<file path="config.mk">
export PLATFORM = sky130hd
export DESIGN_NAME = tht_ctrl_flat
export DESIGN_NICKNAME = d
export VERILOG_FILES = /design/src/tht_pkg.sv /design/src/tht_if.sv /design/src/tht_ctrl.sv /design/src/flat_wrapper.sv
export SDC_FILE = /design/constraint.sdc
export NUM_CORES = 1
export LEC_CHECK = 0
export ABC_CLOCK_PERIOD_IN_PS = 11100
export BUFFER_PORTS_ARGS = -buffer_cell sky130_fd_sc_hd__buf_2
export CORE_AREA = 2 2 129 131
export CTS_BUF_LIST = sky130_fd_sc_hd__clkbuf_4 sky130_fd_sc_hd__clkbuf_8
export DETAILED_ROUTE_END_ITERATION = 7
export DIE_AREA = 0 0 131 133
export PLACE_DENSITY = 0.84
export SLEW_MARGIN = 5
export SYNTH_ARGS = -nofsm -noshare
export SYNTH_HDL_FRONTEND = slang
export SYNTH_SLANG_ARGS = --single-unit
</file>
<file path="constraint.sdc">
create_clock -name i_clk -period 11.1 [get_ports i_clk]
set_input_delay 0.555 -clock i_clk [delete_from_list [all_inputs] [get_ports i_clk]]
set_output_delay 0.555 -clock i_clk [all_outputs]
set_load 0.05 [all_outputs]
</file>
<file path="src/tht_pkg.sv">
package tht_pkg;

    localparam int SLOTS_DEFAULT = 64;

    localparam logic [7:0] FLAG_SYN    = 8'd2;
    localparam logic [7:0] FLAG_SYNACK = 8'd18;
    localparam logic [7:0] FLAG_ACK    = 8'd16;

    localparam logic ACT_PACKET = 1'b0;
    localparam logic ACT_MARK   = 1'b1;

    // Bit positions within the per-session progress field.
    localparam int PROG_ANSWERED = 0;
    localparam int PROG_ACKED    = 1;
    localparam int PROG_REPORTED = 2;

    typedef enum logic [2:0] {
        EV_IGNORED   = 3'd0,
        EV_INSERTED  = 3'd1,
        EV_DUPLICATE = 3'd2,
        EV_FULL      = 3'd3,
        EV_SYNACK    = 3'd4,
        EV_DONE      = 3'd5,
        EV_NOMATCH   = 3'd6,
        EV_MARKED    = 3'd7
    } t_event;

    typedef enum logic [2:0] {
        ST_CLEAR,
        ST_IDLE,
        ST_SCAN,
        ST_LAST,
        ST_DECIDE
    } t_state;

    typedef struct packed {
        logic [63:0] addr;
        logic [31:0] ports;
    } t_key;

    typedef struct packed {
        logic       valid;
        logic [2:0] prog;
    } t_slot;

    typedef struct packed {
        logic rd_en;
        logic st_we;
        logic key_we;
    } t_tbl_ctl;

endpackage

</file>
<file path="src/tht_if.sv">
interface tht_in_if;
    logic        valid;
    logic        ready;
    logic        action;
    logic [31:0] src_ip;
    logic [31:0] dst_ip;
    logic [15:0] src_port;
    logic [15:0] dst_port;
    logic [7:0]  tcp_flags;

    modport source (output valid, action, src_ip, dst_ip, src_port, dst_port, tcp_flags,
                    input ready);
    modport sink (input valid, action, src_ip, dst_ip, src_port, dst_port, tcp_flags,
                  output ready);
endinterface

interface tht_out_if;
    logic       valid;
    logic       ready;
    logic [2:0] event_code;
    logic       entry_found;
    logic [5:0] entry_index;

    modport source (output valid, event_code, entry_found, entry_index, input ready);
    modport sink (input valid, event_code, entry_found, entry_index, output ready);
endinterface

</file>
<file path="src/tht_ctrl.sv">
module tht_ctrl
    import tht_pkg::*;
#(
    parameter int SESSION_SLOTS = SLOTS_DEFAULT,
    parameter int IDX_W = (SESSION_SLOTS > 1) ? $clog2(SESSION_SLOTS) : 1
) (
    input  logic             i_clk,
    input  logic             i_rst_n,
    tht_in_if.sink           i_in,
    tht_out_if.source        o_out,
    output t_tbl_ctl         o_ctl,
    output logic [IDX_W-1:0] o_rd_addr,
    output logic [IDX_W-1:0] o_wr_addr,
    output t_slot            o_wr_slot,
    output t_key             o_wr_key,
    input  t_slot            i_rd_slot,
    input  t_key             i_rd_key
);

    localparam logic [IDX_W-1:0] LAST_IDX = IDX_W'(SESSION_SLOTS - 1);

    t_state r_state, n_state;

    logic [IDX_W-1:0] r_cnt;
    logic             r_cmp_vld;
    logic [IDX_W-1:0] r_cmp_idx;

    logic             r_act;
    logic [7:0]       r_flags;
    t_key             r_key;

    logic             r_hit;
    logic [IDX_W-1:0] r_hit_idx;
    logic [2:0]       r_hit_prog;
    logic             r_free;
    logic [IDX_W-1:0] r_free_idx;

    logic             r_out_vld;
    t_event           r_out_code;
    logic             r_out_found;
    logic [5:0]       r_out_idx;

    logic             in_fire;
    logic             out_free;
    logic             cnt_last;
    logic             m_hit;

    t_event           d_code;
    logic             d_found;
    logic [IDX_W-1:0] d_slot;
    logic             d_st_we;
    logic             d_key_we;
    t_slot            d_slot_val;

    assign in_fire  = i_in.valid & i_in.ready;
    assign out_free = !r_out_vld || o_out.ready;
    assign cnt_last = (r_cnt == LAST_IDX);
    assign m_hit    = r_cmp_vld && i_rd_slot.valid && (i_rd_key == r_key);

    // Outcome of one item, from the scan summary and the latched header.
    always_comb begin
        d_code     = EV_IGNORED;
        d_found    = 1'b0;
        d_slot     = r_hit_idx;
        d_st_we    = 1'b0;
        d_key_we   = 1'b0;
        d_slot_val = '{valid: 1'b1, prog: r_hit_prog};
        if (r_act == ACT_MARK) begin
            if (r_hit) begin
                d_code                    = EV_MARKED;
                d_found                   = 1'b1;
                d_st_we                   = 1'b1;
                d_slot_val.prog[PROG_REPORTED] = 1'b1;
            end else begin
                d_code = EV_NOMATCH;
            end
        end else if (r_flags == FLAG_SYN) begin
            if (r_hit) begin
                d_code  = EV_DUPLICATE;
                d_found = 1'b1;
            end else if (r_free) begin
                d_code          = EV_INSERTED;
                d_found         = 1'b1;
                d_slot          = r_free_idx;
                d_st_we         = 1'b1;
                d_key_we        = 1'b1;
                d_slot_val.prog = '0;
            end else begin
                d_code = EV_FULL;
            end
        end else if (r_flags == FLAG_SYNACK) begin
            if (r_hit) begin
                d_code                         = EV_SYNACK;
                d_found                        = 1'b1;
                d_st_we                        = 1'b1;
                d_slot_val.prog[PROG_ANSWERED] = 1'b1;
            end else begin
                d_code = EV_NOMATCH;
            end
        end else if (r_flags == FLAG_ACK) begin
            if (r_hit) begin
                d_found = 1'b1;
                if (r_hit_prog[PROG_ANSWERED] && !r_hit_prog[PROG_REPORTED]) begin
                    d_code                      = EV_DONE;
                    d_st_we                     = 1'b1;
                    d_slot_val.prog[PROG_ACKED] = 1'b1;
                end
            end else begin
                d_code = EV_NOMATCH;
            end
        end
    end

    always_comb begin
        n_state = r_state;
        case (r_state)
            ST_CLEAR: begin
                if (cnt_last) n_state = ST_IDLE;
            end
            ST_IDLE: begin
                if (in_fire) n_state = ST_SCAN;
            end
            ST_SCAN: begin
                if (cnt_last) n_state = ST_LAST;
            end
            ST_LAST: begin
                n_state = ST_DECIDE;
            end
            ST_DECIDE: begin
                if (out_free) n_state = ST_IDLE;
            end
            default: begin
                n_state = ST_CLEAR;
            end
        endcase
    end

    always_comb begin
        i_in.ready   = 1'b0;
        o_ctl        = '0;
        o_rd_addr    = r_cnt;
        o_wr_addr    = d_slot;
        o_wr_slot    = d_slot_val;
        o_wr_key     = r_key;
        case (r_state)
            ST_CLEAR: begin
                o_ctl.st_we = 1'b1;
                o_wr_addr   = r_cnt;
                o_wr_slot   = '0;
            end
            ST_IDLE: begin
                i_in.ready = 1'b1;
            end
            ST_SCAN: begin
                o_ctl.rd_en = 1'b1;
            end
            ST_LAST: begin
                o_ctl = '0;
            end
            ST_DECIDE: begin
                o_ctl.st_we  = d_st_we && out_free;
                o_ctl.key_we = d_key_we && out_free;
            end
            default: begin
                o_ctl = '0;
            end
        endcase
    end

    always_ff @(posedge i_clk) begin
        if (!i_rst_n) begin
            r_state   <= ST_CLEAR;
            r_cnt     <= '0;
            r_cmp_vld <= 1'b0;
            r_out_vld <= 1'b0;
        end else begin
            r_state   <= n_state;
            r_cmp_vld <= (r_state == ST_SCAN);
            if (r_state == ST_CLEAR || r_state == ST_SCAN) begin
                r_cnt <= cnt_last ? '0 : r_cnt + 1'b1;
            end
            if (r_state == ST_DECIDE && out_free) begin
                r_out_vld <= 1'b1;
            end else if (o_out.ready) begin
                r_out_vld <= 1'b0;
            end
        end
    end

    always_ff @(posedge i_clk) begin
        r_cmp_idx <= r_cnt;
        if (in_fire) begin
            r_act   <= i_in.action;
            r_flags <= i_in.tcp_flags;
            r_hit   <= 1'b0;
            r_free  <= 1'b0;
            // A SYN/ACK travels the other way, so it looks up the reversed key.
            if (i_in.action == ACT_PACKET && i_in.tcp_flags == FLAG_SYNACK) begin
                r_key.addr  <= {i_in.dst_ip, i_in.src_ip};
                r_key.ports <= {i_in.dst_port, i_in.src_port};
            end else begin
                r_key.addr  <= {i_in.src_ip, i_in.dst_ip};
                r_key.ports <= {i_in.src_port, i_in.dst_port};
            end
        end else if (r_cmp_vld) begin
            if (m_hit && !r_hit) begin
                r_hit      <= 1'b1;
                r_hit_idx  <= r_cmp_idx;
                r_hit_prog <= i_rd_slot.prog;
            end
            if (!i_rd_slot.valid && !r_free) begin
                r_free     <= 1'b1;
                r_free_idx <= r_cmp_idx;
            end
        end
        if (r_state == ST_DECIDE && out_free) begin
            r_out_code  <= d_code;
            r_out_found <= d_found;
            r_out_idx   <= d_found ? 6'(d_slot) : 6'd0;
        end
    end

    assign o_out.valid       = r_out_vld;
    assign o_out.event_code  = r_out_code;
    assign o_out.entry_found = r_out_found;
    assign o_out.entry_index = r_out_idx;

`ifndef SYNTH
    a_no_write_in_scan: assert property (@(posedge i_clk) disable iff (!i_rst_n)
        (r_state == ST_SCAN || r_state == ST_LAST) |-> !(o_ctl.st_we || o_ctl.key_we))
        else $error("table written during a scan");

    a_key_with_valid: assert property (@(posedge i_clk) disable iff (!i_rst_n)
        o_ctl.key_we |-> (o_ctl.st_we && o_wr_slot.valid))
        else $error("key written without marking the slot valid");

    a_accept_starts_scan: assert property (@(posedge i_clk) disable iff (!i_rst_n)
        in_fire |=> (r_state == ST_SCAN && r_cnt == '0))
        else $error("accepted word did not start a scan at slot zero");

    a_result_from_decide: assert property (@(posedge i_clk) disable iff (!i_rst_n)
        $rose(r_out_vld) |-> $past(r_state == ST_DECIDE))
        else $error("result appeared outside the decide step");

    a_found_has_slot: assert property (@(posedge i_clk) disable iff (!i_rst_n)
        (r_out_vld && !r_out_found) |-> (r_out_idx == 6'd0))
        else $error("nonzero index on a result without a session");
`endif

endmodule

</file>
<file path="src/flat_wrapper.sv">
// flat-port wrapper written by rule: the top's interface ports become plain ports
module tht_ctrl_flat import tht_pkg::*;
#(
    parameter int SESSION_SLOTS = SLOTS_DEFAULT,
    parameter int IDX_W = (SESSION_SLOTS > 1) ? $clog2(SESSION_SLOTS) : 1
)
  (i_clk, i_rst_n, o_ctl, o_rd_addr, o_wr_addr, o_wr_slot, o_wr_key, i_rd_slot, i_rd_key, i_in_valid, i_in_action, i_in_src_ip, i_in_dst_ip, i_in_src_port, i_in_dst_port, i_in_tcp_flags, i_in_ready, o_out_valid, o_out_event_code, o_out_entry_found, o_out_entry_index, o_out_ready);
  tht_in_if i_in_i ();
  tht_out_if o_out_i ();
  input  logic i_clk;
  input  logic i_rst_n;
  output t_tbl_ctl o_ctl;
  output logic [IDX_W-1:0] o_rd_addr;
  output logic [IDX_W-1:0] o_wr_addr;
  output t_slot o_wr_slot;
  output t_key o_wr_key;
  input  t_slot i_rd_slot;
  input  t_key i_rd_key;
  input wire logic [$bits(i_in_i.valid)-1:0] i_in_valid;
  input wire logic [$bits(i_in_i.action)-1:0] i_in_action;
  input wire logic [$bits(i_in_i.src_ip)-1:0] i_in_src_ip;
  input wire logic [$bits(i_in_i.dst_ip)-1:0] i_in_dst_ip;
  input wire logic [$bits(i_in_i.src_port)-1:0] i_in_src_port;
  input wire logic [$bits(i_in_i.dst_port)-1:0] i_in_dst_port;
  input wire logic [$bits(i_in_i.tcp_flags)-1:0] i_in_tcp_flags;
  output wire logic [$bits(i_in_i.ready)-1:0] i_in_ready;
  output wire logic [$bits(o_out_i.valid)-1:0] o_out_valid;
  output wire logic [$bits(o_out_i.event_code)-1:0] o_out_event_code;
  output wire logic [$bits(o_out_i.entry_found)-1:0] o_out_entry_found;
  output wire logic [$bits(o_out_i.entry_index)-1:0] o_out_entry_index;
  input wire logic [$bits(o_out_i.ready)-1:0] o_out_ready;
  assign i_in_i.valid = i_in_valid;
  assign i_in_i.action = i_in_action;
  assign i_in_i.src_ip = i_in_src_ip;
  assign i_in_i.dst_ip = i_in_dst_ip;
  assign i_in_i.src_port = i_in_src_port;
  assign i_in_i.dst_port = i_in_dst_port;
  assign i_in_i.tcp_flags = i_in_tcp_flags;
  assign i_in_ready = i_in_i.ready;
  assign o_out_valid = o_out_i.valid;
  assign o_out_event_code = o_out_i.event_code;
  assign o_out_entry_found = o_out_i.entry_found;
  assign o_out_entry_index = o_out_i.entry_index;
  assign o_out_i.ready = o_out_ready;
  tht_ctrl #(.SESSION_SLOTS(SESSION_SLOTS), .IDX_W(IDX_W)) u_core (.i_clk(i_clk), .i_rst_n(i_rst_n), .i_in(i_in_i), .o_out(o_out_i), .o_ctl(o_ctl), .o_rd_addr(o_rd_addr), .o_wr_addr(o_wr_addr), .o_wr_slot(o_wr_slot), .o_wr_key(o_wr_key), .i_rd_slot(i_rd_slot), .i_rd_key(i_rd_key));
endmodule
</file>
==> impl_metrics.tcl <==
set metrics [dict create \
    cp.depth 6 \
    globalplace.congestion 0.9131 \
    tightestPinTransition_ps 996.0 \
    io_buffers 335 \
    grt_pass1_vias 5543 \
    antenna_found_initial 0 \
    async_reset_ff_share_pct 0 \
    cts_max_path_buffers 2 \
    regToRegSetupSlack_ps 8380 \
    cts.sinks 149 \
    core-area_um2 16170 \
    r2r_end "u_core.r_hit" \
    slowest_delay_ps 530 \
    power_w 0.001150 \
    initialDrtViolationCount 292 \
    hold_viol 0 \
    rsz0062_at_grt "no" \
    maxSlewHeadroom_pct 33.60 \
    syn_area_per_cell_um2 14.15 \
    grt-ovfl-total 0 \
    routed_wl_um 20750 \
    setup_viol 0 \
    start_util_pct 45.16 \
    n_antenna_cell 0 \
    cp_max_fo 10 \
    fmax_ghz 0.3307 \
    maxCapViolations 0 \
    synth_seq_area_share_pct 58.66 \
    status "complete, no violations" \
    track_usage_pct 23.76 \
    drive_above_1_share_pct 44.24 \
    ys.warnings.count 0 \
    synth_cells 516 \
    startpoint_type "flip-flop" \
    pre_cts_ws_ps 8226 \
    critPathKind "flip-flop to output pin" \
    grt_pass1_wl_um 30120 \
    cts_resized 0 \
    drc 0 \
    nFillCells 1316 \
    synth_seq_cells 149 \
    fin_crit_sh_pct 27.24 \
    syn_nets 726 \
    synth.distinct_cells 46 \
    grt_start_max_net_pins 77 \
    cts_tree "yes" \
    min_path_type "input port to flip-flop" \
    die_x_um 131 \
    synth_ff_type "edfxtp_1" \
    syn2layout_area_growth_pct 32.00 \
    vias 5524 \
    post-route-min-period_ps 3023 \
    wl_per_cell_um 19.07 \
    cts_post_setup_buffers_inserted 0 \
    crit_chain "nand2b_1, nor2_1, and2_1, mux2i_1, a21oi_1, buf_2" \
    startpoint "u_core.r_flags[4]" \
    cts_root_buf "clkbuf_8" \
    num_rows 47 \
    path_buf_inv 1 \
    worstPathArrival_ps 2470 \
    crit_path_end "o_wr_addr[0]" \
    die-area_um2 17420 \
    dp_hpwl_um 16570 \
    clock_latency_ps 450 \
    critical_path.top_delay_family "simple AND/OR/NAND/NOR gates" \
    critPathCaptureType "output pin" \
    ant_nets 0 \
    syn_area_um2 7303 \
    synth_edf_count 130 \
    drv_slew 0 \
    rr_startpoint "u_core.r_state[0]" \
    io_pins 336 \
    path_clk_slew_ps 80 \
    setup_ws_ps 8077 \
    drtPass1Iterations 4 \
    fin_nets 1066 \
    fin_skew_ps 12.17 \
    slowest_stage "edfxtp_1" \
    cts_max_level 4 \
    reg2reg_depth 5 \
    ctsHoldBuffers 0 \
    required_ps 10550 \
    setup_tns_ps 0 \
    p_leak_nw 3.872 \
    ir_worst_vdd_v 0.00006702 \
    numCtsBuffers 17 \
    die_h_um 133 \
    power_density_nw_per_um2 119.3 \
    post_drt_via_cell_ratio 5.077 \
]
==> cell families (layout without fill, tap and decap cells) <==
logic type	count (synthesis)	in the layout	share of synthesized area, %
buffers and inverters	23	375	1.370
xor gates and xnor gates	100	100	11.99
muxes	103	103	15.76
AOI/OAI and AO/OA	31	31	2.690
and+or+nand+nor	109	109	9.354
adders and majority gates	1	1	0.1713
DFF	149	149	58.66
==> power breakdown <==
| group | leakage [nW] | switching [W] | internal, W |
|---|---|---|---|
| clock network | 0.203 | 0.000216 | 0.000230 |
| logic | 2.35 | 0.0000436 | 0.0000489 |
| registers | 1.32 | 0.00000256 | 0.000608 |
| total | 3.87 | 0.000262 | 0.000888 |
==> layout by cell type, fill, tap and decap left out, drive strengths merged, types with 2 or more instances in the layout <==
master and count:
a21boi 3, a21oi 14, a31oi 3, and2 5, and3 2, buf 339, bufinv 3, clkbuf 18
clkinv 2, clkinvlp 3, dfxtp 19, edfxtp 130, inv 10, mux2 96, mux2i 7, nand2 10
nand2b 5, nand3 6, nand3b 2, nand4 16, nor2 27, nor2b 2, nor3 6, nor3b 4
nor4 16, nor4b 2, o21ai 6, or4 2, xnor2 40, xor2 60
==> flip-flops by register name, summed over array words and instances, names as in the netlist <==
signal and count:
u_core.r_state 3, u_core.r_act 1, u_core.o_out.event_code 3, u_core.r_free_idx 6, u_core.r_cmp_idx 6, u_core.o_out.valid 1
u_core.r_flags 8, u_core.r_cmp_vld 1, u_core.r_hit 1, u_core.o_wr_key 96, u_core.r_hit_prog 3, u_core.r_hit_idx 6
u_core.o_out.entry_found 1, u_core.o_rd_addr 6, u_core.r_free 1, u_core.o_out.entry_index 6
==> synth_stat cells, drive strengths merged (3+ instances only) <==
master  number  share of area, %
a21boi       3              0.31
a21oi       14              0.96
a31oi        3              0.26
and2         5              0.43
buf         12              0.81
clkbuf       6              0.31
dfxtp       19               5.2
edfxtp     130                53
inv          5              0.26
mux2        96                15
mux2i        7              0.96
nand2       10              0.51
nand2b       5              0.43
nand3        6              0.48
nand4       16               1.4
nor2        27               1.4
nor3         6              0.48
nor3b        4              0.41
nor4        16               2.1
o21ai        6              0.41
xnor2       40               4.8
xor2        60               7.2
==> through the flow <==
stage	instances	utilization [%]	hold WS, ps	cell area, µm²
floorplan	516	-	403.7	7303
global placement	1057	56.99	404.1	9216
detailed placement	1057	56.99	415.0	9216
CTS	1088	59.57	260.5	9634
global route	1088	59.61	261.0	9641
finish	1088	59.61	297.2	9641
==> worst min path at each step <==
| stage | start | endpoint | slack (ps) | depth (start not counted) |
|---|---|---|---|---|
| final | i_rd_slot[1] | u_core.r_hit_prog[1] | 300 | 1 |
| after global routing | i_rd_slot[2] | u_core.r_hit_prog[2] | 260 | 1 |
| after CTS | i_in_tcp_flags[7] | u_core.r_flags[7] | 260 | 1 |
| after detailed placement | u_core.r_cmp_idx[0] | u_core.r_hit_idx[0] | 410 | 0 |
| after global placement | u_core.r_cmp_idx[1] | u_core.r_free_idx[1] | 400 | 0 |
| after floorplan | u_core.r_cmp_idx[0] | u_core.r_free_idx[0] | 400 | 0 |
==> metal layers <==
layer | share of wire [%] | GRT usage (%) | up-vias
met3 | 8.3 | 8.573 | 35
met4 | 2.9 | 9.693 | 0
met2 | 52 | 41.31 | 255
li1 | - | - | 2600
met1 | 36 | 26.01 | 2634
met5 | 0 | 0 | -
==> area by class of cell <==
type	instances	area, µm²	share of cell area (%)
Inverter	5	18.77	0.1947
Clock buffer	18	247.7	2.570
Tap cell	220	275.3	2.855
Timing Repair Buffer	339	1707	17.70
Multi-Input combinational cell	344	2938	30.47
Sequential cell	149	4284	44.44
Clock inverter	13	170.2	1.765
Power figures use the tool's default switching activity.
